## src/rtl/core/pbb_pkg.sv

```systemverilog
`default_nettype none
package pbb_pkg;

  typedef logic signed [63:0] coord_t;
  typedef logic [1:0]         kind_t;
  typedef logic [1:0]         count_t;

  // Input item kinds
  localparam kind_t KIND_POINT = 2'd0;
  localparam kind_t KIND_EMPTY = 2'd1;
  localparam kind_t KIND_END   = 2'd2;

  // Result kinds
  localparam kind_t RES_BOX     = 2'd0;
  localparam kind_t RES_SUMMARY = 2'd1;
  localparam kind_t RES_ERROR   = 2'd2;

  // Point counter saturation and shape thresholds
  localparam count_t COUNT_SAT     = 2'd3;
  localparam count_t POLYGON_MIN   = 2'd3;
  localparam count_t LINE_MIN      = 2'd2;

  // Box bounds for an empty path
  localparam coord_t COORD_MAX_S64 = 64'sh7FFF_FFFF_FFFF_FFFF;
  localparam coord_t COORD_MIN_S64 = 64'sh8000_0000_0000_0000;

  // Register map and reset values
  localparam int     ADDR_W          = 4;
  localparam logic   REG_COORD_MIN   = 1'b0;
  localparam logic   REG_COORD_MAX   = 1'b1;
  localparam coord_t COORD_MIN_RESET = 64'shE000_0000_0000_0001;
  localparam coord_t COORD_MAX_RESET = 64'sh1FFF_FFFF_FFFF_FFFF;

endpackage
`default_nettype wire

```

## src/rtl/core/pbb_in_if.sv

```systemverilog
`default_nettype none
interface pbb_in_if
  import pbb_pkg::*;
();
  logic   valid;
  logic   ready;
  kind_t  kind;
  coord_t px;
  coord_t py;
  logic   path_end;

  modport source (output valid, kind, px, py, path_end, input ready);
  modport sink   (input valid, kind, px, py, path_end, output ready);
endinterface
`default_nettype wire

```

## src/rtl/core/pbb_out_if.sv

```systemverilog
`default_nettype none
interface pbb_out_if
  import pbb_pkg::*;
();
  logic   valid;
  logic   ready;
  kind_t  result_kind;
  coord_t box_left;
  coord_t box_top;
  coord_t box_right;
  coord_t box_bottom;
  logic   any_bounds;
  logic   all_polygon_size;
  logic   all_line_size;
  logic   set_ok;

  modport source (output valid, result_kind, box_left, box_top, box_right, box_bottom,
                  any_bounds, all_polygon_size, all_line_size, set_ok, input ready);
  modport sink   (input valid, result_kind, box_left, box_top, box_right, box_bottom,
                  any_bounds, all_polygon_size, all_line_size, set_ok, output ready);
endinterface
`default_nettype wire

```

## src/rtl/core/pbb_axis.sv

```systemverilog
`default_nettype none
module pbb_axis
  import pbb_pkg::*;
(
  input  wire coord_t coord,
  input  wire coord_t path_min,
  input  wire coord_t path_max,
  input  wire coord_t union_min,
  input  wire coord_t union_max,
  input  wire logic   first,
  input  wire logic   union_valid,
  output coord_t      path_min_next,
  output coord_t      path_max_next,
  output coord_t      union_min_next,
  output coord_t      union_max_next
);

  logic c_lt_pmin, c_lt_umin, pmin_lt_umin;
  logic pmax_lt_c, umax_lt_c, umax_lt_pmax;
  logic take_min, take_max;
  coord_t merged_min, merged_max;

  // Run all compares side by side so the path and union updates share one level
  always_comb begin
    c_lt_pmin    = coord < path_min;
    c_lt_umin    = coord < union_min;
    pmin_lt_umin = path_min < union_min;
    pmax_lt_c    = path_max < coord;
    umax_lt_c    = union_max < coord;
    umax_lt_pmax = union_max < path_max;
  end

  // Extend the path range by the new coordinate
  always_comb begin
    take_min      = first || c_lt_pmin;
    take_max      = first || pmax_lt_c;
    path_min_next = take_min ? coord : path_min;
    path_max_next = take_max ? coord : path_max;
  end

  // Merge the updated path range into the union
  always_comb begin
    if (take_min) begin
      merged_min = c_lt_umin ? coord : union_min;
    end else begin
      merged_min = pmin_lt_umin ? path_min : union_min;
    end
    if (take_max) begin
      merged_max = umax_lt_c ? coord : union_max;
    end else begin
      merged_max = umax_lt_pmax ? path_max : union_max;
    end
    union_min_next = union_valid ? merged_min : path_min_next;
    union_max_next = union_valid ? merged_max : path_max_next;
  end

endmodule
`default_nettype wire

```

## src/rtl/core/path_bounding_box_engine_unit.sv

```systemverilog
`default_nettype none
// Path bounding box engine.
// points carries one item per beat: a point (kind, px, py, path_end), an
// empty path marker or an end-of-set marker. results carries at most one
// result beat per input beat: a path box on the last point of a path or an
// empty marker, one range error on the first out-of-range point, and a
// summary on every end-of-set marker. After an error, points and markers
// are dropped until end of set.
// The APB port holds coord_min at address 0 and coord_max at address 8;
// write them only while no beat is in flight.
// A beat accepted into the input register is worked on there and its result
// is loaded into the result register, which drives results.
// One beat is accepted per cycle while results is not stalled; the limit is
// the combinational update of the running path and union boxes between the
// input and result registers. Reset clears path and union state, sets shape
// flags and loads default range. When results is stalled, the result register
// holds and the input register fills, then points.ready drops until taken.
module path_bounding_box_engine_unit
  import pbb_pkg::*;
(
  input  wire logic              clk,
  input  wire logic              rst,
  pbb_in_if.sink                 points,
  pbb_out_if.source              results,
  input  wire logic              psel,
  input  wire logic              penable,
  input  wire logic              pwrite,
  input  wire logic [ADDR_W-1:0] paddr,
  input  wire logic [63:0]       pwdata,
  output logic [63:0]            prdata,
  output logic                   pready
);

  // Configuration registers
  coord_t coord_min, coord_max;

  // Input register
  logic   s1_valid;
  kind_t  s1_kind;
  coord_t s1_px, s1_py;
  logic   s1_last;

  // Path and set state
  coord_t path_min_x, path_min_y, path_max_x, path_max_y;
  coord_t union_left, union_top, union_right, union_bottom;
  count_t points_seen;
  logic   union_valid, polygon_flag, line_flag, failed;

  coord_t path_min_x_next, path_min_y_next, path_max_x_next, path_max_y_next;
  coord_t union_left_next, union_top_next, union_right_next, union_bottom_next;
  count_t points_seen_next, count_sat;
  logic   union_valid_next, polygon_flag_next, line_flag_next, failed_next;

  // Axis updates
  coord_t ax_pmin_x, ax_pmax_x, ax_umin_x, ax_umax_x;
  coord_t ax_pmin_y, ax_pmax_y, ax_umin_y, ax_umax_y;
  logic   first, in_range;

  // Result register
  logic   res_valid;
  kind_t  res_kind;
  coord_t res_left, res_top, res_right, res_bottom;
  logic   res_any, res_poly, res_line, res_ok;

  logic   emit;
  kind_t  emit_kind;
  coord_t emit_left, emit_top, emit_right, emit_bottom;
  logic   emit_any, emit_poly, emit_line, emit_ok;

  logic   go, in_beat, cfg_write;

  // APB register access
  assign pready    = 1'b1;
  assign cfg_write = psel && penable && pwrite;

  always_comb begin
    unique case (paddr[3])
      REG_COORD_MIN: prdata = coord_min;
      REG_COORD_MAX: prdata = coord_max;
      default:       prdata = coord_min;
    endcase
  end

  always_ff @(posedge clk) begin
    if (rst) begin
      coord_min <= COORD_MIN_RESET;
      coord_max <= COORD_MAX_RESET;
    end else if (cfg_write) begin
      if (paddr[3] == REG_COORD_MIN) begin
        coord_min <= pwdata;
      end else begin
        coord_max <= pwdata;
      end
    end
  end

  // Handshake: the input stage moves on whenever the result slot is free
  assign go           = s1_valid && (!res_valid || results.ready);
  assign points.ready = !s1_valid || go;
  assign in_beat      = points.valid && points.ready;

  always_ff @(posedge clk) begin
    if (rst) begin
      s1_valid <= 1'b0;
    end else if (in_beat) begin
      s1_valid <= 1'b1;
    end else if (go) begin
      s1_valid <= 1'b0;
    end
  end

  // Capture the input beat
  always_ff @(posedge clk) begin
    if (in_beat) begin
      s1_kind <= points.kind;
      s1_px   <= points.px;
      s1_py   <= points.py;
      s1_last <= points.path_end;
    end
  end

  assign first    = (points_seen == '0);
  assign in_range = (s1_px >= coord_min) && (s1_px <= coord_max) &&
                    (s1_py >= coord_min) && (s1_py <= coord_max);
  assign count_sat = (points_seen == COUNT_SAT) ? COUNT_SAT : points_seen + 2'd1;

  pbb_axis u_axis_x (
    .coord          (s1_px),
    .path_min       (path_min_x),
    .path_max       (path_max_x),
    .union_min      (union_left),
    .union_max      (union_right),
    .first          (first),
    .union_valid    (union_valid),
    .path_min_next  (ax_pmin_x),
    .path_max_next  (ax_pmax_x),
    .union_min_next (ax_umin_x),
    .union_max_next (ax_umax_x)
  );

  pbb_axis u_axis_y (
    .coord          (s1_py),
    .path_min       (path_min_y),
    .path_max       (path_max_y),
    .union_min      (union_top),
    .union_max      (union_bottom),
    .first          (first),
    .union_valid    (union_valid),
    .path_min_next  (ax_pmin_y),
    .path_max_next  (ax_pmax_y),
    .union_min_next (ax_umin_y),
    .union_max_next (ax_umax_y)
  );

  // Work out the next state and the result for the registered beat
  always_comb begin
    path_min_x_next   = path_min_x;
    path_min_y_next   = path_min_y;
    path_max_x_next   = path_max_x;
    path_max_y_next   = path_max_y;
    union_left_next   = union_left;
    union_top_next    = union_top;
    union_right_next  = union_right;
    union_bottom_next = union_bottom;
    points_seen_next  = points_seen;
    union_valid_next  = union_valid;
    polygon_flag_next = polygon_flag;
    line_flag_next    = line_flag;
    failed_next       = failed;
    emit        = 1'b0;
    emit_kind   = RES_BOX;
    emit_left   = '0;
    emit_top    = '0;
    emit_right  = '0;
    emit_bottom = '0;
    emit_any    = 1'b0;
    emit_poly   = 1'b0;
    emit_line   = 1'b0;
    emit_ok     = 1'b0;
    if (go) begin
      unique case (s1_kind)
        KIND_END: begin
          emit      = 1'b1;
          emit_kind = RES_SUMMARY;
          if (!failed) begin
            emit_ok   = 1'b1;
            emit_poly = polygon_flag;
            emit_line = line_flag;
            if (union_valid) begin
              emit_any    = 1'b1;
              emit_left   = union_left;
              emit_top    = union_top;
              emit_right  = union_right;
              emit_bottom = union_bottom;
            end
          end
          points_seen_next  = '0;
          union_valid_next  = 1'b0;
          polygon_flag_next = 1'b1;
          line_flag_next    = 1'b1;
          failed_next       = 1'b0;
        end
        KIND_EMPTY: begin
          if (!failed) begin
            points_seen_next  = '0;
            polygon_flag_next = 1'b0;
            line_flag_next    = 1'b0;
            emit        = 1'b1;
            emit_kind   = RES_BOX;
            emit_left   = COORD_MAX_S64;
            emit_top    = COORD_MAX_S64;
            emit_right  = COORD_MIN_S64;
            emit_bottom = COORD_MIN_S64;
          end
        end
        KIND_POINT: begin
          if (!failed) begin
            if (!in_range) begin
              failed_next      = 1'b1;
              points_seen_next = '0;
              emit             = 1'b1;
              emit_kind        = RES_ERROR;
            end else begin
              path_min_x_next  = ax_pmin_x;
              path_max_x_next  = ax_pmax_x;
              path_min_y_next  = ax_pmin_y;
              path_max_y_next  = ax_pmax_y;
              points_seen_next = count_sat;
              if (s1_last) begin
                if (count_sat < POLYGON_MIN) polygon_flag_next = 1'b0;
                if (count_sat < LINE_MIN)    line_flag_next    = 1'b0;
                union_left_next   = ax_umin_x;
                union_right_next  = ax_umax_x;
                union_top_next    = ax_umin_y;
                union_bottom_next = ax_umax_y;
                union_valid_next  = 1'b1;
                points_seen_next  = '0;
                emit        = 1'b1;
                emit_kind   = RES_BOX;
                emit_left   = ax_pmin_x;
                emit_top    = ax_pmin_y;
                emit_right  = ax_pmax_x;
                emit_bottom = ax_pmax_y;
              end
            end
          end
        end
        default: begin
          // unused kind: drop the beat
        end
      endcase
    end
  end

  // Hold control state
  always_ff @(posedge clk) begin
    if (rst) begin
      points_seen  <= '0;
      union_valid  <= 1'b0;
      polygon_flag <= 1'b1;
      line_flag    <= 1'b1;
      failed       <= 1'b0;
    end else begin
      points_seen  <= points_seen_next;
      union_valid  <= union_valid_next;
      polygon_flag <= polygon_flag_next;
      line_flag    <= line_flag_next;
      failed       <= failed_next;
    end
  end

  // Hold box data; only read while the matching control state says so
  always_ff @(posedge clk) begin
    path_min_x   <= path_min_x_next;
    path_min_y   <= path_min_y_next;
    path_max_x   <= path_max_x_next;
    path_max_y   <= path_max_y_next;
    union_left   <= union_left_next;
    union_top    <= union_top_next;
    union_right  <= union_right_next;
    union_bottom <= union_bottom_next;
  end

  // Result register: load on emit, drop once the beat is taken
  always_ff @(posedge clk) begin
    if (rst) begin
      res_valid <= 1'b0;
    end else if (emit) begin
      res_valid <= 1'b1;
    end else if (results.ready) begin
      res_valid <= 1'b0;
    end
  end

  always_ff @(posedge clk) begin
    if (emit) begin
      res_kind   <= emit_kind;
      res_left   <= emit_left;
      res_top    <= emit_top;
      res_right  <= emit_right;
      res_bottom <= emit_bottom;
      res_any    <= emit_any;
      res_poly   <= emit_poly;
      res_line   <= emit_line;
      res_ok     <= emit_ok;
    end
  end

  assign results.valid            = res_valid;
  assign results.result_kind      = res_kind;
  assign results.box_left         = res_left;
  assign results.box_top          = res_top;
  assign results.box_right        = res_right;
  assign results.box_bottom       = res_bottom;
  assign results.any_bounds       = res_any;
  assign results.all_polygon_size = res_poly;
  assign results.all_line_size    = res_line;
  assign results.set_ok           = res_ok;

endmodule
`default_nettype wire
```

## src/flat_wrapper.sv

```systemverilog
// flat-port wrapper written by rule: the top's interface ports become plain ports
module path_bounding_box_engine_unit_flat import pbb_pkg::*;
  (clk, rst, psel, penable, pwrite, paddr, pwdata, prdata, pready, points_valid, points_kind, points_px, points_py, points_path_end, points_ready, results_valid, results_result_kind, results_box_left, results_box_top, results_box_right, results_box_bottom, results_any_bounds, results_all_polygon_size, results_all_line_size, results_set_ok, results_ready);
  pbb_in_if points_i ();
  pbb_out_if results_i ();
  input  wire logic clk;
  input  wire logic rst;
  input  wire logic psel;
  input  wire logic penable;
  input  wire logic pwrite;
  input  wire logic [ADDR_W-1:0] paddr;
  input  wire logic [63:0] pwdata;
  output logic [63:0] prdata;
  output logic pready;
  input wire logic [$bits(points_i.valid)-1:0] points_valid;
  input wire logic [$bits(points_i.kind)-1:0] points_kind;
  input wire logic [$bits(points_i.px)-1:0] points_px;
  input wire logic [$bits(points_i.py)-1:0] points_py;
  input wire logic [$bits(points_i.path_end)-1:0] points_path_end;
  output wire logic [$bits(points_i.ready)-1:0] points_ready;
  output wire logic [$bits(results_i.valid)-1:0] results_valid;
  output wire logic [$bits(results_i.result_kind)-1:0] results_result_kind;
  output wire logic [$bits(results_i.box_left)-1:0] results_box_left;
  output wire logic [$bits(results_i.box_top)-1:0] results_box_top;
  output wire logic [$bits(results_i.box_right)-1:0] results_box_right;
  output wire logic [$bits(results_i.box_bottom)-1:0] results_box_bottom;
  output wire logic [$bits(results_i.any_bounds)-1:0] results_any_bounds;
  output wire logic [$bits(results_i.all_polygon_size)-1:0] results_all_polygon_size;
  output wire logic [$bits(results_i.all_line_size)-1:0] results_all_line_size;
  output wire logic [$bits(results_i.set_ok)-1:0] results_set_ok;
  input wire logic [$bits(results_i.ready)-1:0] results_ready;
  assign points_i.valid = points_valid;
  assign points_i.kind = points_kind;
  assign points_i.px = points_px;
  assign points_i.py = points_py;
  assign points_i.path_end = points_path_end;
  assign points_ready = points_i.ready;
  assign results_valid = results_i.valid;
  assign results_result_kind = results_i.result_kind;
  assign results_box_left = results_i.box_left;
  assign results_box_top = results_i.box_top;
  assign results_box_right = results_i.box_right;
  assign results_box_bottom = results_i.box_bottom;
  assign results_any_bounds = results_i.any_bounds;
  assign results_all_polygon_size = results_i.all_polygon_size;
  assign results_all_line_size = results_i.all_line_size;
  assign results_set_ok = results_i.set_ok;
  assign results_i.ready = results_ready;
  path_bounding_box_engine_unit u_core (.clk(clk), .rst(rst), .points(points_i), .results(results_i), .psel(psel), .penable(penable), .pwrite(pwrite), .paddr(paddr), .pwdata(pwdata), .prdata(prdata), .pready(pready));
endmodule
```

## config.mk

```make
export PLATFORM = sky130hd
export DESIGN_NAME = path_bounding_box_engine_unit_flat
export DESIGN_NICKNAME = d
export VERILOG_FILES = /design/src/rtl/core/pbb_pkg.sv /design/src/rtl/core/pbb_in_if.sv /design/src/rtl/core/pbb_out_if.sv /design/src/rtl/core/pbb_axis.sv /design/src/rtl/core/path_bounding_box_engine_unit.sv /design/src/flat_wrapper.sv
export SDC_FILE = /design/constraint.sdc
export NUM_CORES = 2
export LEC_CHECK = 0
export BUFFER_PORTS_ARGS = -buffer_cell sky130_fd_sc_hd__buf_2
export CAP_MARGIN = 20
export CORE_MARGIN = 2
export CORE_UTILIZATION = 50
export CTS_CLUSTER_SIZE = 14
export DETAILED_ROUTE_END_ITERATION = 16
export PLACE_DENSITY = 0.74
export SETUP_SLACK_MARGIN = 0.05
export SLEW_MARGIN = 30
export SYNTH_ARGS = -nofsm -noshare
export SYNTH_HDL_FRONTEND = slang
export SYNTH_HIERARCHICAL = 1
export SYNTH_SLANG_ARGS = --single-unit
export TNS_END_PERCENT = 30
```

## constraint.sdc

```tcl
create_clock -name clk -period 37 [get_ports clk]
set_clock_uncertainty 0.1 [all_clocks]
set_input_delay 1.85 -clock clk [delete_from_list [all_inputs] [get_ports clk]]
set_output_delay 1.85 -clock clk [all_outputs]
set_load 0.01 [all_outputs]
```

-- After elaboration in Yosys (flattened, before gate mapping)
Index checks and enable logic that the tools add are counted.
- mux-type cells: 85
- bitwise logic cells: 4
- reduce and logical (&&, ||, !) cells: 35
- add/subtract/negate cells: 1
- equal/unequal tests: 17
- order comparisons: 18
- operators with widths (operator ; count):
    $mux 64 ; 41
    $lt 64x64->1 ; 12
    $pmux 64 s3 ; 4
    $ge 64x64->1 ; 2
    $le 64x64->1 ; 2
    $pmux 64 s2 ; 1
    $mux 63 ; 1
    $reduce_and 7->1 ; 6
    $mux 1 ; 24
    $ne 3x3->1 const B ; 8
    $mux 2 ; 7
    $pmux 1 s3 ; 3
    $ne 2x1->1 const B ; 4
    $reduce_and 2->1 ; 4
    $reduce_and 4->1 ; 2
    $logic_and 1x1->1 ; 7
    $logic_or 1x1->1 ; 6
    $pmux 2 s3 ; 1
    $reduce_bool 2->1 ; 3
    $reduce_and 5->1 ; 1
    $eq 2x2->1 const B ; 2
    $logic_not 2->1 ; 2
    $lt 2x2->1 const B ; 2
    $ne 2x2->1 const B ; 2
    8 further kinds ; 13
- input bits: 206
- output and inout bits: 329
- flip-flop bits (word level): 1041

-- Depth between registers and ports, before layout
- word-level depth: 9
- depth in mapped cells: 16
- depth with buffers taken out: 12

-- Hierarchy
The synthesis kept the hierarchy.
- modules (own cells, without submodules) (module ; instances ; sequential area each (um^2) ; cells an instance ; area each (um^2)):
    path_bounding_box_engine_unit ; 1 ; 29898.7 ; 2870 ; 41957.7
    pbb_axis (u_core.u_axis_x) ; 1 ; 0.0 ; 2127 ; 16265.6
    pbb_axis (u_core.u_axis_y) ; 1 ; 0.0 ; 2047 ; 14574.0

-- Worst setup path before layout
No wires, ideal clock.
- path type: flip-flop to flip-flop
- from: register u_core.s1_py[50]
- to: register u_core.res_line (netlist: u_core/results.all_line_size) (enable)
- arrival: 15586 ps
- period minus slack after synthesis: 16729 ps
- stages on the path, launching flop included: 12
- library setup time: 1044 ps
- setup slack: 20271 ps
- required time: 35856 ps
- cell sequence: edfxtp_1 ha_1 nand4_1 nor4_1 nor4b_2 nand4_1 o32a_1 nand4_1 mux2_1 and4_4 buf_6 a31oi_1
- cells in the longest elaborated chain, start to end: 7
- elaborated cells between the ends (all ways): 8
- those cells by class: order compare (2); mux (4); reduce/logical (2)
- RTL lines (item ; line ; RTL):
    start, declared ; path_bounding_box_engine_unit.sv:40 ; coord_t s1_px, s1_py;
    start signal, assigned ; path_bounding_box_engine_unit.sv:117 ; s1_py <= points.py;
    $ge 64x64->1 ; path_bounding_box_engine_unit.sv:124 ; (s1_py >= coord_min) && (s1_py <= coord_max);
    $logic_and 1x1->1 ; path_bounding_box_engine_unit.sv:123 ; assign in_range = (s1_px >= coord_min) && (s1_px <= coord_max) &&
    $logic_and 1x1->1 * ; path_bounding_box_engine_unit.sv:124 ;
    $mux 1 * ; path_bounding_box_engine_unit.sv:218 ; if (!in_range) begin
    $mux 1 * ; path_bounding_box_engine_unit.sv:217 ; if (!failed) begin
    $pmux 1 s3 * ; path_bounding_box_engine_unit.sv:181 ; unique case (s1_kind)
    $mux 1 * ; path_bounding_box_engine_unit.sv:180 ; if (go) begin
    net u_core.emit ; path_bounding_box_engine_unit.sv:65 ; logic emit;
    end signal, assigned ; path_bounding_box_engine_unit.sv:304 ; res_line <= emit_line;
    end, declared ; path_bounding_box_engine_unit.sv:63 ; logic res_any, res_poly, res_line, res_ok;
The timed path passes the listed nets; every way through them passes the cells marked *.
A chain may end at the register's enable or synchronous reset.

-- Worst setup path in the final report
- from: register u_core.s1_py[1]
- to: register u_core.res_top[31] (netlist: u_core/results.box_top[31]) (data pin)
- cells in the longest elaborated chain, start to end: 7
- elaborated cells between the ends (all ways): 11
- those cells by class: order compare (3); mux (5); reduce/logical (3)
- RTL lines (item ; line ; RTL):
    $lt 64x64->1 ; pbb_axis.sv:25 ; c_lt_pmin = coord < path_min;
    $logic_or 1x1->1 ; pbb_axis.sv:35 ; take_min = first || c_lt_pmin;
    $mux 64 ; pbb_axis.sv:37 ; path_min_next = take_min ? coord : path_min;
    $mux 64 ; path_bounding_box_engine_unit.sv:229 ; if (s1_last) begin
    $mux 64 * ; path_bounding_box_engine_unit.sv:218 ;
    $mux 64 * ; path_bounding_box_engine_unit.sv:217 ;
    $pmux 64 s3 * ; path_bounding_box_engine_unit.sv:181 ;
    end signal, assigned ; path_bounding_box_engine_unit.sv:299 ; res_top <= emit_top;
    end, declared ; path_bounding_box_engine_unit.sv:62 ; coord_t res_left, res_top, res_right, res_bottom;
Mark *: on every way between the ends. The rest lies on a longest branch, timed or not.

==> metrics.txt <==
critical path start-end classification=reg -> reg; Avg Inst Size Synth=approximately 10 sq um; Hold EP=u_core/coord_min[16]; Vias/cell=6.45; Netlist cell types=95; reg2reg end=u_core/results.box_top[31]; Post-DRT Antenna Nets=0; pre-CTS WS=30450 ps; first-pass GRT wire length=approximately 370000 um; YS warnings=6; CP Launch Type=flop; Final Util=about 56%; endpoints failing setup=0; Top Family by Delay on Critical Path=simple AND/OR/NAND/NOR gates; Worst-Margin Slew=~1200 ps; layout cells sized above 1=14.1%; Total Nets Final=between 8000 and 9000; Post-Layout Cell Count=between 9000 and 10000; Max Root-Sink Buffers=3; worst-case reg-to-reg path depth=14; Worst EP required=37400 ps; Tot Pwr=2.90 mW; DP Cell Count=~9200; Avg WL per Cell=~26 um; dpl cell area=between 0.07 and 0.08 sq mm; Worst-Skew Late Latency=between 700 and 800 ps; Final WS setup=just over 30000 ps; Power per Cell Area=35.7 mW/mm^2; Synth top cells by count=1012 x ha_1, 905 x edfxtp_1, 668 x inv_1, 660 x nand2_1, 587 x a21oi_1; ys flop type=edfxtp_1; crit path capture type=flop; reg2reg setup slack=30450 ps; first drt pass iteration count=6; cts hold-fix bufs=0; Die Wd=between 300 and 400 um; hold_sp=u_core/coord_min[16]; DRC Markers=0; reg-to-reg critical path startpoint=u_core/s1_py[1]; initial core utilization=50.2%; via count=roughly 61000; Pleak=~36 nW; number of setup buffers added after CTS=0; FP Rows=140; CTS tree=yes; fill count=around 12000; Hold Path Depth=2; H-tree depth=3; Area contributors post-synth=edfxtp_1 37%, ha_1 17%, mux2i_1 4.9%; clk sinks=roughly 1000; slowest cell on the critical path=nor4_1; clock root cell=clkbuf_16; pin count of the biggest net entering global routing=between 150 and 200; TritonCTS Buffers=117; Final Cycle Share=between 10% and 20%; outcome=finished, final reports clean; CP peak stage delay=about 900 ps; Post-synth EDFFs=905; Final Cell Area=slightly above 0.08 sq mm; final WL=around 250000 um; Yosys top cell by area=edfxtp_1; total grt overflow=0; cells after synthesis=7044; clock input transition at the sequential cells of the worst setup and hold paths=60 ps; worst min path class=reg -> reg; final hold violation count=0; Max Cap Viol=0; Critical Path, Cell by Cell=ha_1 > nor2b_1 > o211ai_1 > a21boi_0 > nor4_1 > o32a_1 > nand4_1 > mux2_1 > and4_4 > and3_4 > buf_12 > buf_16 > buf_6 > o2bb2ai_1; Worst Hold Margin=354 ps; CP Max Fanout=119; WP buf/inv=3; setup TNS=0 ps; Mapped Area=0.0728 sq mm; asr flop ratio synth=0%; Synth Net Count=roughly 8300; vias in the first global route=~59000; sequential-to-total area share from yosys stat=about two fifths; post-synth top area share=a little under two fifths; Pins Over Slew Limit=0; synthesis-to-finish area growth=11.7%; Fmax achieved=~150 MHz; min cycle time layout=6550 ps; peak supply drop=between 0.04 and 0.05 mV; core region area=between 0.1 and 0.15 sq mm; die area=roughly 0.15 sq mm; count leader, synth=ha_1; Synth Register Bits=approximately 1000; GR Util All Layers=32.7%; die height=386 um; Port Buffers=530; Placer Congestion=between 0.9 and 1; I/O pin cnt=approximately 540; slew margin rel.=between 20% and 30%; Arrival @ worst endpoint=about 7000 ps; initial antenna violation count=42; post-detail-place hpwl=about 180000 um; unrepaired setup endpoints after global routing=no; First DRT Iteration DRCs=between 6000 and 7000; Post-CTS Resized=0
-- layout by cell type (no fill, tap or decap), drive strengths merged, types with 136 or more instances in the layout --
cell type     n
a21o        157
buf         609
inv         674
o21ai       675
clkbuf      140
nand4       178
a21oi       587
mux2i       353
ha         1012
nor2        202
dfxtp       136
nand2       661
edfxtp      905
-- worst max-delay path by stage --
stage,startpoint,end,slack (ps),depth (start not counted)
final,u_core/s1_py[1],u_core/results.box_top[31],30450,14
after global routing,u_core/s1_py[50],u_core/results.box_left[47],30340,12
after CTS,u_core/s1_px[19],u_core/results.box_top[31],30420,13
after detailed placement,u_core/s1_px[19],u_core/results.box_top[31],30450,13
after global placement,u_core/s1_px[18],u_core/results.box_top[31],30500,13
after floorplan,u_core/s1_py[50],u_core/results.all_line_size,20270,11
-- layout make-up --
type,instances,area [sq um],area share (%)
flip-flops and latches,1041,29900,36.8
inverters,669,2510,3.09
multi-input cells,4992,39000,48.0
repair buffers,609,3350,4.12
diodes,13,32.5,0.0400
clock inverters,80,895,1.10
well taps,1917,2400,2.95
clock buffers,140,3160,3.89
-- layer usage --
layer	GRT usage (%)	share of wire (%)	wire (um)	vias up
met5	0	0.097	242	-
met4	19.1	6.7	16800	40
met3	9.34	11	27400	756
met2	50.4	44	110000	3406
met1	40.8	38	95500	29500
li1	-	-	-	27400
-- power by group --
part / total [mW] / internal (mW) / switching [mW]
Combinational: 0.313 / 0.121 / 0.192
Sequential: 1.34 / 1.30 / 0.0388
Clock: 1.24 / 0.717 / 0.527
-- worst reg2reg max path, cell delays in order, from the launching register on --
cell and delay [ps]:
edfxtp_1 720, ha_1 370, nor2b_1 130, o211ai_1 160
a21boi_0 180, nor4_1 890, o32a_1 300, nand4_1 100
mux2_1 260, and4_4 370, and3_4 710, buf_12 390
buf_16 520, buf_6 700, o2bb2ai_1 400
-- kinds of logic (layout without fill, tap and decap cells) --
group | count (synthesis) | count (layout) | synth area share, %
compound gates | 2029 | 2029 | 17.6
fa+ha+maj | 1012 | 1012 | 17.4
buf+inv | 1011 | 1498 | 5.65
xor+xnor | 4 | 4 | 0.0739
other cells | 1 | 14 | 0.00515
simple gates | 1396 | 1396 | 9.03
flops | 1041 | 1041 | 41.1
mux | 550 | 550 | 9.19
No activity file was read; power rests on OpenSTA's default activity.
